--- config.mk ---
export PLATFORM = sky130hd
export DESIGN_NAME = ght_ctrl
export DESIGN_NICKNAME = d
export VERILOG_FILES = /design/src/rtl/core/ght_pkg.sv /design/src/rtl/core/ght_ctrl.sv
export SDC_FILE = /design/constraint.sdc
export NUM_CORES = 1
export LEC_CHECK = 0
export BUFFER_PORTS_ARGS = -buffer_cell sky130_fd_sc_hd__buf_2
export CAP_MARGIN = 20
export CORE_AREA = 5 5 42 44
export CTS_BUF_LIST = sky130_fd_sc_hd__clkbuf_4 sky130_fd_sc_hd__clkbuf_8
export DETAILED_ROUTE_END_ITERATION = 7
export DIE_AREA = 0 0 47 49
export PLACE_DENSITY = 0.43
export REMOVE_ABC_BUFFERS = 1
export SLEW_MARGIN = 0
export SYNTH_ARGS = -nofsm -noshare
export SYNTH_HDL_FRONTEND = slang
export SYNTH_SLANG_ARGS = --single-unit
--- constraint.sdc ---
create_clock -name clk -period 2.08 [get_ports clk]
set_clock_uncertainty 0.2 [all_clocks]
set_input_delay 0.416 -clock clk [delete_from_list [all_inputs] [get_ports clk]]
set_output_delay 0.416 -clock clk [all_outputs]
set_load 0.03 [all_outputs]
--- src/rtl/core/ght_pkg.sv ---
// Shared types and constants of the generational handle table.
// Used by the channel interfaces, the controller, the datapath and the top level.
`timescale 1ns / 1ps

package ght_pkg;

  // Default configuration of the pool.
  localparam int DEF_SLOTS    = 256;
  localparam int DEF_GEN_BITS = 16;

  // Saturation limit of the reference count.
  localparam logic [31:0] REFCOUNT_MAX = 32'hFFFF_FFFF;

  typedef logic [1:0] cmd_t;
  typedef logic [1:0] status_t;

  // Operation codes of a request.
  localparam cmd_t CMD_ALLOC   = 2'd0;
  localparam cmd_t CMD_CHECK   = 2'd1;
  localparam cmd_t CMD_RETAIN  = 2'd2;
  localparam cmd_t CMD_RELEASE = 2'd3;

  // Result status codes.
  localparam status_t ST_OK      = 2'd0;
  localparam status_t ST_INVALID = 2'd1;
  localparam status_t ST_FULL    = 2'd2;
  localparam status_t ST_FREED   = 2'd3;

  // Commands from the controller to the datapath.
  typedef struct packed {
    logic clr;     // clearing pass writes one entry
    logic accept;  // a request is taken this cycle
    logic pop;     // free-stack data is ready, slot read uses the popped index
    logic commit;  // result is written back and loaded into the output register
  } ght_ctl_t;

  // Status from the datapath to the controller.
  typedef struct packed {
    logic alloc_pop;  // incoming request is an allocate with a free slot
    logic out_free;   // output register can take a result this cycle
    logic clr_last;   // clearing pass is at its last entry
  } ght_stat_t;

endpackage

--- src/rtl/core/ght_ctrl.sv ---
// Sequencer of the generational handle table: clearing pass, accept, pop, commit.
// Depends on ght_pkg for the command and status structs.
`timescale 1ns / 1ps

module ght_ctrl import ght_pkg::*; (
  input  logic      clk,
  input  logic      rst_n,
  input  logic      in_valid,
  output logic      in_ready,
  input  ght_stat_t stat,
  output ght_ctl_t  ctl
);

  localparam logic [1:0] S_CLR  = 2'd0;
  localparam logic [1:0] S_IDLE = 2'd1;
  localparam logic [1:0] S_POP  = 2'd2;
  localparam logic [1:0] S_EXE  = 2'd3;

  logic [1:0] state_r;
  logic [1:0] state_nxt;

  // A request is taken only while no other one is in flight.
  assign in_ready = (state_r == S_IDLE);

  // Command decode and next state.
  always_comb begin
    ctl        = '0;
    state_nxt  = state_r;
    ctl.clr    = (state_r == S_CLR);
    ctl.accept = in_ready && in_valid;
    ctl.pop    = (state_r == S_POP);
    ctl.commit = (state_r == S_EXE) && stat.out_free;
    case (state_r)
      S_CLR: begin
        if (stat.clr_last) state_nxt = S_IDLE;
      end
      S_IDLE: begin
        if (ctl.accept) state_nxt = stat.alloc_pop ? S_POP : S_EXE;
      end
      S_POP: begin
        state_nxt = S_EXE;
      end
      S_EXE: begin
        if (stat.out_free) state_nxt = S_IDLE;
      end
      default: begin
        state_nxt = S_IDLE;
      end
    endcase
  end

  // State register; reset starts the clearing pass.
  always_ff @(posedge clk) begin
    if (!rst_n) begin
      state_r <= S_CLR;
    end else begin
      state_r <= state_nxt;
    end
  end

endmodule

==> flow_metrics.tcl, run 1 <==
set metrics [dict create \
    cp-startpoint "state_r[1]" \
    rsz0062_at_grt "no" \
    yosysTopAreaCell "ha_1" \
    nFillCells 173 \
    initial_core_util_pct 12.9 \
    port_buffers 10 \
    yosysTopAreaCellShare_pct 27.6 \
    regArea_um2 40.0 \
    layout_commonest_cell "buf_2" \
    biggestRegsByFlops "state_r x2" \
    end_kind "primary output" \
    status "complete, no violations" \
    numCtsBuffers 3 \
    rr_worst_depth 4 \
    cts_resized 0 \
    finalSetupTns_ns 0 \
    area_growth_syn_to_layout_pct 51.0 \
    power_density_nw_per_um2 1510 \
    top_register "state_r" \
    final_antenna_net_count 0 \
    post_cts_buffers 0 \
    fp.dieW_um 47 \
    antenna_found_initial 0 \
    hold_buffers 0 \
    syn_area_um2 181 \
    r2r-start "state_r[1]" \
    critPathLaunchType "flip-flop" \
    ys_ff_latch 2 \
    cts-root-buf "clkbuf_4" \
    post-route-min-period_ns 1.83 \
    drt_iter0_markers 2 \
    drt-total-wl_um 410 \
    hold_class "input port to flip-flop" \
    finalHoldViolCount 0 \
    die_h_um 49 \
    drive_above_1_share_pct 40.0 \
    setup_violations 0 \
    tightest_slew_ns 0.483 \
    syn_area_per_cell_um2 8.25 \
    largest_register_ffs 2 \
    ys_seq_area_share_pct 22.1 \
    path_clk_slew_ns 0.03 \
    endpoint "ctl[2]" \
    maxCapViolations 0 \
    yosys_warnings 0 \
    fp.dieArea_um2 2300 \
    synth_cell_types 11 \
    relSlewSlack_pct 67.8 \
    critPathKind "flip-flop to primary output" \
    multi_input_area_um2 123 \
    insertion_delay_ns 0.22 \
    grtUsageTotal_pct 4.57 \
    r2r_end "state_r[0]" \
    cts_sinks 2 \
    vdd_drop_max_mv 0.382 \
    core_area_um2 1400 \
    dr.pass1.iters 4 \
    drc_errors 0 \
    cp.required_ns 1.46 \
    synth.area.top_cells "ha_1, dfxtp_1, mux2i_1" \
    synthCells 22 \
    wl_per_cell_um 8.04 \
    final_cell_area_um2 274 \
    gp_congestion 0.585 \
    grt_pass1_wl_um 655 \
    final_cell_mix "buf_2, inv_1, ha_1, nand2_1, clkbuf_4" \
    crit_arrival_ns 1.22 \
    holdWs_ns 0.283 \
    fin_ws_ns 0.245 \
    fin_crit_sh_pct 88.2 \
    ctsHtreeMaxLevel 1 \
    vias_per_cell 3.45 \
    via_count 176 \
    r2r_setup_slack_ns 0.43 \
    grt_max_degree 5 \
    ctsLongestPathBuffers 2 \
    nets 47 \
    dp_slack_ns 0.398 \
    gr-total-overflow 0 \
    core.rowCount 14 \
    grt_pass1_vias 162 \
    num_io_pins 11 \
    power.leakage_uw 0.000157 \
    fmax_mhz 545 \
    place_area_um2 251 \
    cts_tree "built" \
    worstPathMaxFanout 4 \
    slew_violations 0 \
    diodes 0 \
]
## where the power goes
group	total (uW)	internal (uW)	switching, uW	leakage (uW)
combinational	251	94.4	157	0.000127
clock	86.7	63.7	23.0	0.0000138
sequential	76.6	57.6	19.0	0.0000166
total	415	216	199	0.000157
## cell type report
cell class,count,share of cell area (%)
Inverter,5,6.85
Timing Repair Buffer,10,18.3
Tap cell,16,7.31
Multi-Input combinational cell,15,44.7
Clock buffer,3,8.22
Sequential cell,2,14.6
## per-layer routing
metal / global-route usage [%] / part of all wire (%)
met1: 5.03 / 46
met5: 0 / 0
met2: 4.75 / 37
met3: 5.54 / 17
met4: 2.76 / 0
## cells by family (layout without fill, tap and decap cells)
group,Yosys count,count (layout),share of synthesized area (%)
AOI/OAI and AO/OA,2,2,8.27
and+or+nand+nor,7,7,20.7
DFF,2,2,22.1
muxes,2,2,11.0
buffers and inverters,5,18,10.3
adders and majority gates,4,4,27.6
## metrics by stage
step / utilization, % / total power [uW] / cells
3_5_place_dp: 17.9 / 334 / 48
4_1_cts: 19.6 / 427 / 51
5_1_grt: 19.6 / 464 / 51
3_3_place_gp: 17.9 / 335 / 48
6_report: 19.6 / 415 / 51
2_1_floorplan: - / 281 / 22
## worst max-delay path, stage by stage, from the launching register on
cell	delay, ns
dfxtp_1	0.36
inv_1	0.08
ha_1	0.21
and2_2	0.17
buf_2	0.17
## Yosys cell counts
library cell / instances
and2_2: 1
dfxtp_1: 2
nand2b_1: 1
a222oi_1: 1
inv_1: 5
nor2b_1: 1
mux2i_1: 2
and2_1: 1
ha_1: 4
nand2_1: 3
o21ai_0: 1
## worst min-delay path by stage
stage,start,to,slack [ns],depth (start not counted)
CTS,rst_n,state_r[1],0.28,3
floorplan,state_r[1],state_r[1],0.27,2
global placement,state_r[0],state_r[0],0.30,2
detailed placement,state_r[1],state_r[1],0.30,2
global route,rst_n,state_r[0],0.29,3
finish,rst_n,state_r[1],0.28,3
Note: power is estimated with default switching activity, not from simulation.
==> run 2, diff against run 1 <==
- ABC_AREA: not set -> 1
- PLACE_DENSITY: 0.43 -> 0.44
- TNS_END_PERCENT: not set -> 10
==> flow_metrics.tcl, run 2 <==
set metrics [dict create \
    end_kind "primary output" \
    post-route-min-period_ns 1.73 \
    dr.pass1.iters 2 \
    rsz0062_at_grt "no" \
    vdd_drop_max_mv 0.427 \
    dp_slack_ns 0.569 \
    maxCapViolations 0 \
    relSlewSlack_pct 89.8 \
    power_density_nw_per_um2 1390 \
    nFillCells 181 \
    wl_per_cell_um 6.68 \
    fin_util_pct 20.2 \
    ys.flop_type "dfxtp_1" \
    core.rowCount 14 \
    gr-total-overflow 0 \
    cts_resized 0 \
    grt_pass1_vias 158 \
    syn_area_um2 190 \
    biggestRegsByFlops "state_r x2" \
    antenna_found_initial 0 \
    setup_violations 0 \
    finalHoldViolCount 0 \
    initial_core_util_pct 13.6 \
    final_antenna_net_count 0 \
    fp.dieArea_um2 2300 \
    gp_congestion 0.582 \
    ys_seq_area_share_pct 21.1 \
    synth_cell_types 7 \
    synth.area.top_cells "ha_1, dfxtp_1, nand2_1" \
    grt_max_degree 5 \
    final_cell_mix "nand2_1, buf_2, inv_1, nor2_1, ha_1" \
    fin_ws_ns 0.350 \
    via_count 185 \
    crit_arrival_ns 1.11 \
    yosysTopAreaCellShare_pct 26.3 \
    vias_per_cell 3.14 \
    cts_tree "built" \
    grt_pass1_wl_um 627 \
    nets 55 \
    async_reset_ff_share_pct 0 \
    drt_iter0_markers 2 \
    p_int_uw 200 \
    ctsLongestPathBuffers 2 \
    synth_common_cells "nand2_1, inv_1, ha_1, nor2_1, dfxtp_1" \
    drc_errors 0 \
    numCtsBuffers 3 \
    cp.required_ns 1.46 \
    place_area_um2 260 \
    drt-total-wl_um 394 \
    hold_buffers 0 \
    die_h_um 49 \
    insertion_delay_ns 0.22 \
    fmax_mhz 578 \
    ys_ff_latch 2 \
    synth_most_common_cell "nand2_1" \
    fp.dieW_um 47 \
    post_cts_buffers 0 \
    finalSetupTns_ns 0 \
    cts_sinks 2 \
    critPathLaunchType "flip-flop" \
    largest_register_ffs 2 \
    drive_above_1_share_pct 32.6 \
    p_sw_share_pct 49.2 \
    core_area_um2 1400 \
    slew_violations 0 \
    p_clk_share_pct 21.4 \
    synthCells 30 \
    fin_crit_sh_pct 83.2 \
    num_io_pins 11 \
    dp.final_hpwl_um 343 \
    top_register "state_r" \
    path_clk_slew_ns 0.03 \
    hold_class "input port to flip-flop" \
    status "complete, no violations" \
    ctsHtreeMaxLevel 1 \
    final_cell_area_um2 283 \
    port_buffers 10 \
    area_growth_syn_to_layout_pct 48.7 \
    yosys_warnings 0 \
    tightest_slew_ns 0.155 \
    synth-edff-count 0 \
    critPathKind "flip-flop to primary output" \
    syn_area_per_cell_um2 6.34 \
    p_switching_uw 194 \
    seqPwrFrac_pct 17.3 \
    cts-root-buf "clkbuf_4" \
    diodes 0 \
    power.leakage_uw 0.000189 \
    p_comb_share_pct 61.3 \
    grtUsageTotal_pct 4.08 \
    worstPathMaxFanout 4 \
    yosysTopAreaCell "ha_1" \
]
==> run 2: worst max-delay path, cell delays in order, from the launching register on <==
cell and delay, ns:
dfxtp_1 0.34, inv_1 0.08, ha_1 0.22, nand2_1 0.06, inv_1 0.03, buf_2 0.16
==> run 2: final timing paths <==
path              startpoint    endpoint  slack (ns)  cells past startpoint
setup / recovery  state_r[1]      ctl[2]        0.35                      5
hold / removal         rst_n  state_r[1]        0.23                      3
setup reg to reg  state_r[0]  state_r[0]        0.76                      6
hold reg to reg   state_r[1]  state_r[1]        0.40                      4
==> run 2: routing by layer <==
layer  up-vias  track usage [%]  routed length (um)  part of all wire [%]
met5         -                0                   0                     0
met4         0                0                   0                     0
met3         0             5.54                  47                    12
met2         7             5.20                 148                    38
met1        66             4.38                 198                    50
li1        112                -                   -                     -
==> run 2: cells by family after synthesis <==
family / share of synthesized area [%]
DFF: 21.1
and+or+nand+nor: 36.8
adders and majority gates: 26.3
buffers and inverters: 15.8
==> run 2: cell type report <==
class	count	area, um2	share of cell area, %
timing repair buffer	10	50.0	17.7
inverter	8	30.0	10.6
clock buffer	3	22.5	7.96
sequential	2	40.0	14.2
multi-input combinational	20	120	42.5
tap	16	20.0	7.08
==> run 2: power groups by stage <==
| stage | registers [uW] | clock network (uW) | logic (uW) |
|---|---|---|---|
| floorplan | 65.6 | 0 | 198 |
| global placement | 68.5 | 0 | 249 |
| detailed placement | 69.3 | 0 | 246 |
| CTS | 68.8 | 88.9 | 246 |
| global route | 72.1 | 93.7 | 273 |
| finish | 68.2 | 84.2 | 241 |
==> run 2: metrics by stage <==
stage	power [uW]	instances	hold WS [ns]
final	394	59	0.231
after global routing	439	59	0.244
after CTS	404	59	0.223
after detailed placement	315	56	0.400
after global placement	318	56	0.390
after floorplan	264	30	0.336
